**config.mk**
```make
export PLATFORM = sky130hd
export DESIGN_NAME = isl_cell
export DESIGN_NICKNAME = d
export VERILOG_FILES = /design/src/sv/isl_pkg.sv /design/src/sv/isl_cell.sv
export SDC_FILE = /design/constraint.sdc
export NUM_CORES = 1
export LEC_CHECK = 0
export BUFFER_PORTS_ARGS = -buffer_cell sky130_fd_sc_hd__buf_2
export CORE_ASPECT_RATIO = 0.8
export CORE_MARGIN = 5
export CORE_UTILIZATION = 36
export CTS_CLUSTER_DIAMETER = 30
export DETAILED_ROUTE_END_ITERATION = 8
export MAX_ROUTING_LAYER = met4
export PLACE_DENSITY_LB_ADDON = 0.3
export SYNTH_ARGS = -nofsm -noshare
export SYNTH_HDL_FRONTEND = slang
export SYNTH_SLANG_ARGS = --single-unit
```
**constraint.sdc**
```tcl
create_clock -name i_clk -period 4.6 [get_ports i_clk]
set_input_delay 0.23 -clock i_clk [delete_from_list [all_inputs] [get_ports i_clk]]
set_output_delay 0.23 -clock i_clk [all_outputs]
set_load 0.03 [all_outputs]
```
**src/sv/isl_pkg.sv**
```systemverilog
// ---------------------------------------------------------------------------
// isl_pkg
// Shared types and codes for the indexed shift list: command and status
// codes, transfer payloads and the control word broadcast to every cell.
// ---------------------------------------------------------------------------
`default_nettype none

package isl_pkg;

    localparam logic [2:0] CMD_APPEND      = 3'd0;
    localparam logic [2:0] CMD_INSERT      = 3'd1;
    localparam logic [2:0] CMD_READ        = 3'd2;
    localparam logic [2:0] CMD_REMOVE      = 3'd3;
    localparam logic [2:0] CMD_REMOVE_LAST = 3'd4;
    localparam logic [2:0] CMD_FIND        = 3'd5;

    localparam logic [2:0] ST_OK        = 3'd0;
    localparam logic [2:0] ST_FULL      = 3'd1;
    localparam logic [2:0] ST_BAD_INDEX = 3'd2;
    localparam logic [2:0] ST_EMPTY     = 3'd3;
    localparam logic [2:0] ST_NOT_FOUND = 3'd4;

    typedef struct packed {
        logic [2:0]  cmd;
        logic [5:0]  slot;
        logic [31:0] item;
    } t_isl_in;

    typedef struct packed {
        logic [31:0] read_value;
        logic [5:0]  found_slot;
        logic        found;
        logic [6:0]  fill_count;
        logic [2:0]  status;
    } t_isl_out;

    typedef enum logic [1:0] {
        OP_HOLD   = 2'd0,
        OP_APPEND = 2'd1,
        OP_INSERT = 2'd2,
        OP_REMOVE = 2'd3
    } t_isl_op;

    typedef struct packed {
        t_isl_op    op;
        logic [5:0] slot;
        logic       rd_last;
    } t_isl_ctl;

endpackage

`default_nettype wire

```
**src/sv/isl_cell.sv**
```systemverilog
// ---------------------------------------------------------------------------
// isl_cell
// One list position. Holds one entry, loads the new item, takes its left
// neighbor on an insert or its right neighbor on a remove, and reports a
// match against the search value and its entry when selected.
// ---------------------------------------------------------------------------
`default_nettype none

module isl_cell
    import isl_pkg::*;
#(
    parameter int EW  = 32,
    parameter int CW  = 7,
    parameter int IDX = 0
) (
    input  wire logic          i_clk,
    input  wire t_isl_ctl      i_ctl,
    input  wire logic [CW-1:0] i_count,
    input  wire logic [EW-1:0] i_item,
    input  wire logic [EW-1:0] i_left,
    input  wire logic [EW-1:0] i_right,
    output logic      [EW-1:0] o_value,
    output logic               o_match,
    output logic      [EW-1:0] o_sel_value
);

    localparam int XW = CW + 6;

    logic [EW-1:0] r_value;
    logic [EW-1:0] n_value;
    logic [XW-1:0] idx_x;
    logic [XW-1:0] slot_x;
    logic [XW-1:0] cnt_x;
    logic          sel;

    assign idx_x  = XW'(IDX);
    assign slot_x = XW'(i_ctl.slot);
    assign cnt_x  = XW'(i_count);

    always_comb begin
        n_value = r_value;
        unique case (i_ctl.op)
            OP_APPEND: begin
                if (idx_x == cnt_x) begin
                    n_value = i_item;
                end
            end
            OP_INSERT: begin
                if (idx_x == slot_x) begin
                    n_value = i_item;
                end else if ((idx_x > slot_x) && (idx_x <= cnt_x)) begin
                    n_value = i_left;
                end
            end
            OP_REMOVE: begin
                if ((idx_x >= slot_x) && ((idx_x + 1'b1) < cnt_x)) begin
                    n_value = i_right;
                end
            end
            default: begin
                n_value = r_value;
            end
        endcase
    end

    always_ff @(posedge i_clk) begin
        r_value <= n_value;
    end

    assign sel         = i_ctl.rd_last ? ((idx_x + 1'b1) == cnt_x) : (idx_x == slot_x);
    assign o_value     = r_value;
    assign o_match     = (r_value == i_item) && (idx_x < cnt_x);
    assign o_sel_value = sel ? r_value : '0;

endmodule

`default_nettype wire

```
# Word level (Yosys, flattened, before mapping)
# Index checks and enable logic that the tools add are counted.
[totals] inputBits=113 wordCells=28 output_inout_bits=65 reg_bits=32
[classes] eq_ne=8 mux=7 n_lt_le_gt_ge=5 reduce_logical=7
[ops] cell="32-bit two-way mux" count=5
[ops] cell="32-bit case mux with 3 select lines" count=1
[ops] cell="32-bit equality test" count=1
[ops] cell="13-bit logical NOT" count=2
[ops] cell="1-bit by 7-bit < comparator with 1-bit output (first input constant)" count=2
[ops] cell="1-bit by 7-bit equality test with 1-bit output (first input constant)" count=1
[ops] cell="1-bit by 7-bit less-or-equal comparator with 1-bit output (first input constant)" count=1
[ops] cell="1-bit by 6-bit greater-or-equal comparator with 1-bit output (first input constant)" count=1
[ops] cell="1-bit by 6-bit > comparator with 1-bit output (first input constant)" count=1
[ops] cell="2-bit equality test (second input constant)" count=2
[ops] cell="2-bit != test (second input constant)" count=2
[ops] cell="4-bit AND reduction" count=1
[ops] cell="1-bit logical AND" count=3
[ops] cell="3-bit != test (second input constant)" count=1
[ops] cell="3-bit nonzero test" count=1
[ops] cell="2-bit by 1-bit equality test with 1-bit output (second input constant)" count=1
[ops] cell="1-bit two-way mux" count=1

# Longest topological paths before layout
[logic_depth] word_depth=5 mapped_depth=5

# Worst setup path after synthesis
# No wires, ideal clock.
[synth_timing] path_type="input to register" startpoint="input port i_ctl[7] (netlist bit)" endpoint="register r_value[0] (netlist: o_value[0]), enable pin" cell_stages=4 t_required_ns=4.089 arrival_time_ns=4.128 setup_slack_ns=-0.039 path_buffers=2 path_cell_list="buf_2 clkbuf_1 inv_1 o41ai_1"
[synth_via] elab_chain_cells=3 elab_cells_between_ends=8 cone_classes="eq/ne: 6; reduce/logical: 2"
[synth_rtl] element="start: declaration" line="isl_cell.sv:17" rtl="input wire t_isl_ctl i_ctl,"
[synth_rtl] element="2-bit equality test or 2-bit by 1-bit equality test with 1-bit output (tied branches)" line="isl_cell.sv:42" rtl="unique case (i_ctl.op)"
[synth_rtl] element="3-bit != test (no line), or another cell as far along"
[synth_rtl] element="4-bit AND reduction (no line) *"
[synth_rtl] element="end signal: assignment" line="isl_cell.sv:67" rtl="r_value <= n_value;"
[synth_rtl] element="end: declaration" line="isl_cell.sv:29" rtl="logic [EW-1:0] r_value;"
# Every way passes the cells marked *; elsewhere a longest branch is shown, timed or not.
# A chain may end at the register's enable or synchronous reset.

# Worst setup path in the final report
[layout_timing] startpoint="input port i_ctl[3] (netlist bit)" endpoint="output port o_sel_value[2]"
[layout_via] elab_chain_cells=3
[layout_rtl] element="13-bit logical NOT" line="isl_cell.sv:70" rtl="assign sel = i_ctl.rd_last ? ((idx_x + 1'b1) == cnt_x) : (idx_x == slot_x);"
[layout_rtl] element="1-bit two-way mux" line="isl_cell.sv:70"
[layout_rtl] element="32-bit two-way mux" line="isl_cell.sv:73" rtl="assign o_sel_value = sel ? r_value : '0;"
[layout_rtl] element="end: declaration" line="isl_cell.sv:24" rtl="output logic [EW-1:0] o_sel_value"
# Every way passes these cells.

==> summary.txt <==
Placed design
  – I/O Buffers: 177
  – Routability cong.: 0.834
  – Inst Count DP: 445
  – Post-DP HPWL: 6120 um
  – Post-DP Area: 0.00320 mm^2

Detailed routing
  – Vias per inst: 5.12
  – Via count: 2321
  – DR DRC count: 0
  – ANT nets after route: 0
  – Routed wire length: 7940 um
  – 1st-iter DRT viols: 55
  – DR pass1 iterations: 4
  – Wire per inst: 17.5 um

Pwr
  – Clock power share: 29.5%
  – Power Dens Cells: 210 mW/mm^2
  – Switching power: 0.177 mW
  – Sw Ratio: 25.6%
  – Logic gate share of total power: 22.8%
  – P_int: 0.513 mW
  – Reg power frac: 47.7%
  – Leak: 1.60 nW
  – VDD IR max: 0.101 mV

Finish
  – Non-Filler Instances: 453
  – Diodes inserted: 0
  – Final Instance Area: 0.00328 mm^2
  – Largest register FFs: 32
  – P&R area growth vs syn: 46.2%
  – Multi-input gate area: 0.00123 mm^2
  – Fraction of layout cells with a size suffix above 1: 50.8%
  – Register area: 961 um^2
  – Nets: 484
  – # fillers: 559
  – Post-Route Utilization: 54.9%

CTS
  – Total clock buffers created by CTS: 5
  – CTS tree: done
  – H-tree levels: 2
  – Cts repair resizes: 0
  – Clk pin slew, worst setup/hold paths: 0.06 ns
  – Hold-fix buffers, CTS: 0
  – Root buf cell: clkbuf_8
  – Clock tree buffer depth: 2
  – Setup bufs post-CTS: 0
  – Clk sink count: 32

Setup path
  – Critical Path Start Type: primary input
  – CP Max Fanout: 32
  – Slowest cell on crit path: o22ai_2
  – Kind of critical path: primary input to output port
  – Worst setup path start: i_ctl[3]
  – Crit path largest cell delay: 0.89 ns
  – Top delay family on crit path: compound AO/OA/AOI/OAI gates
  – Buf+Inv Stages, Crit Path: 2
  – CP Cell Sequence: buf_2 -> nor4_4 -> nand2_1 -> o22ai_2 -> and2_1 -> buf_2
  – Worst Path Required: 4.37 ns
  – Most frequent CP cell: buf_2
  – Worst EP arrival: 2.22 ns
  – CP Capture Type: output port

Floorplan
  – Core footprint: 0.00597 mm^2
  – Die area: 0.00792 mm^2
  – I/O pin count: 178
  – Placement Rows: 25
  – Die height: 80.6 um
  – Starting Density: 37.5%
  – Die width: 98.3 um

GRT
  – Largest net degree at the start of global routing: 36
  – First-pass GRT wire length: 12200 um
  – Gr usage total: 20.0%
  – Vias in the first global route: 2388
  – Grt ovf: 0
  – Initial antenna violation count: 0

Hold path
  – Startpoint of the worst hold path: i_item[19]
  – Worst min path class: primary input to flip-flop

STA
  – Setup TNS: 0 ns
  – Max Slew Vio Count: 0
  – Final hold violation count: 0
  – # setup viols final: 0
  – Crit path time final: 2.45 ns
  – RSZ-0062 raised after global routing: no
  – Relative slew slack: 26.0%
  – Fin crit share: 53.3%
  – Fmax: 0.408 GHz
  – Actual slew at the worst max-slew pin: 1.11 ns

Yosys
  – Cell count after synthesis: 202
  – Sequential-to-total area share from yosys stat: 42.8%
  – Syn_nets: 315
  – Yosys reg bits: 32
  – Syn_area_per_cell: 11.1 um^2
  – Count of different cell masters after synthesis: 19
  – Syn Std Cell Area: 0.00224 mm^2
  – Syn. warnings: 0

Run status
  – Outcome: complete, no violations

Flow run
  – Max-capacitance violation count: 0
-- per-stage QoR --
step	worst slack, ns	power [mW]	hold slack [ns]
finish	2.15	0.690	0.270
global route	1.92	0.726	0.266
CTS	2.13	0.699	0.261
detailed placement	2.13	0.493	0.556
global placement	2.27	0.490	0.548
floorplan	1.48	0.418	0.439
-- synthesized netlist by cell type --
cell type	number	area, um^2
edfxtp_1	32	961
nor4_1	9	56.3
nand4_1	2	12.5
and2_1	32	200
buf_1	1	3.75
inv_1	1	3.75
nor3_1	1	5.00
xor2_1	32	280
o21ai_2	1	8.76
o22ai_2	1	12.5
nor2_1	3	11.3
o41ai_1	1	8.76
o2111ai_1	1	8.76
buf_2	10	50.1
nand2_1	3	11.3
a21oi_1	1	5.00
a22o_1	64	561
clkbuf_1	6	22.5
nor4_4	1	21.3
-- cells by family after synthesis --
kind of cell / after synthesis / synth area share (%)
AOI/OAI and AO/OA: 69 / 26.9
and+or+nand+nor: 51 / 14.2
xor gates and xnor gates: 32 / 12.5
DFF: 32 / 42.8
buffers and inverters: 18 / 3.57
-- final timing paths --
kind                        endpoint  slack [ns]  cells after the start
worst max-delay path  o_sel_value[2]        2.15                      6
worst min-delay path     o_value[19]        0.27                      2
-- power groups by stage --
stage	Sequential, mW	Combinational, mW	Clock, mW
2_1_floorplan	0.340	0.0779	0
3_3_place_gp	0.335	0.155	0
3_5_place_dp	0.335	0.158	0
4_1_cts	0.329	0.158	0.211
5_1_grt	0.329	0.172	0.225
6_report	0.329	0.157	0.203
-- area by class of cell --
cell class                      instances  share of cell area, %
Multi-Input combinational cell        152                   37.6
Sequential cell                        32                   29.3
Timing Repair Buffer                  179                   27.5
Tap cell                               81                   3.09
Clock buffer                            7                   2.33
Clock inverter                          1                  0.114
Inverter                                1                  0.114
-- layer usage --
| layer | GRT usage [%] | vias to the layer above | part of all wire [%] |
|---|---|---|---|
| met5 | - | - | 0 |
| met4 | 5.73 | 0 | 1.5 |
| met3 | 4.08 | 12 | 7.9 |
| met2 | 33.0 | 117 | 47 |
| met1 | 25.1 | 1068 | 43 |
| li1 | - | 1124 | - |
-- cell usage in the layout, fill, tap and decap left out, drive strengths merged --
| master | count |
|---|---|
| a21oi | 1 |
| a22o | 64 |
| and2 | 32 |
| buf | 179 |
| clkbuf | 7 |
| clkinv | 1 |
| edfxtp | 32 |
| inv | 1 |
| nand2 | 3 |
| nand4 | 2 |
| nor2 | 3 |
| nor3 | 1 |
| nor4 | 10 |
| o2111ai | 1 |
| o21ai | 1 |
| o22ai | 1 |
| o41ai | 1 |
| xor2 | 32 |
Note: power is estimated with default switching activity, not from simulation.
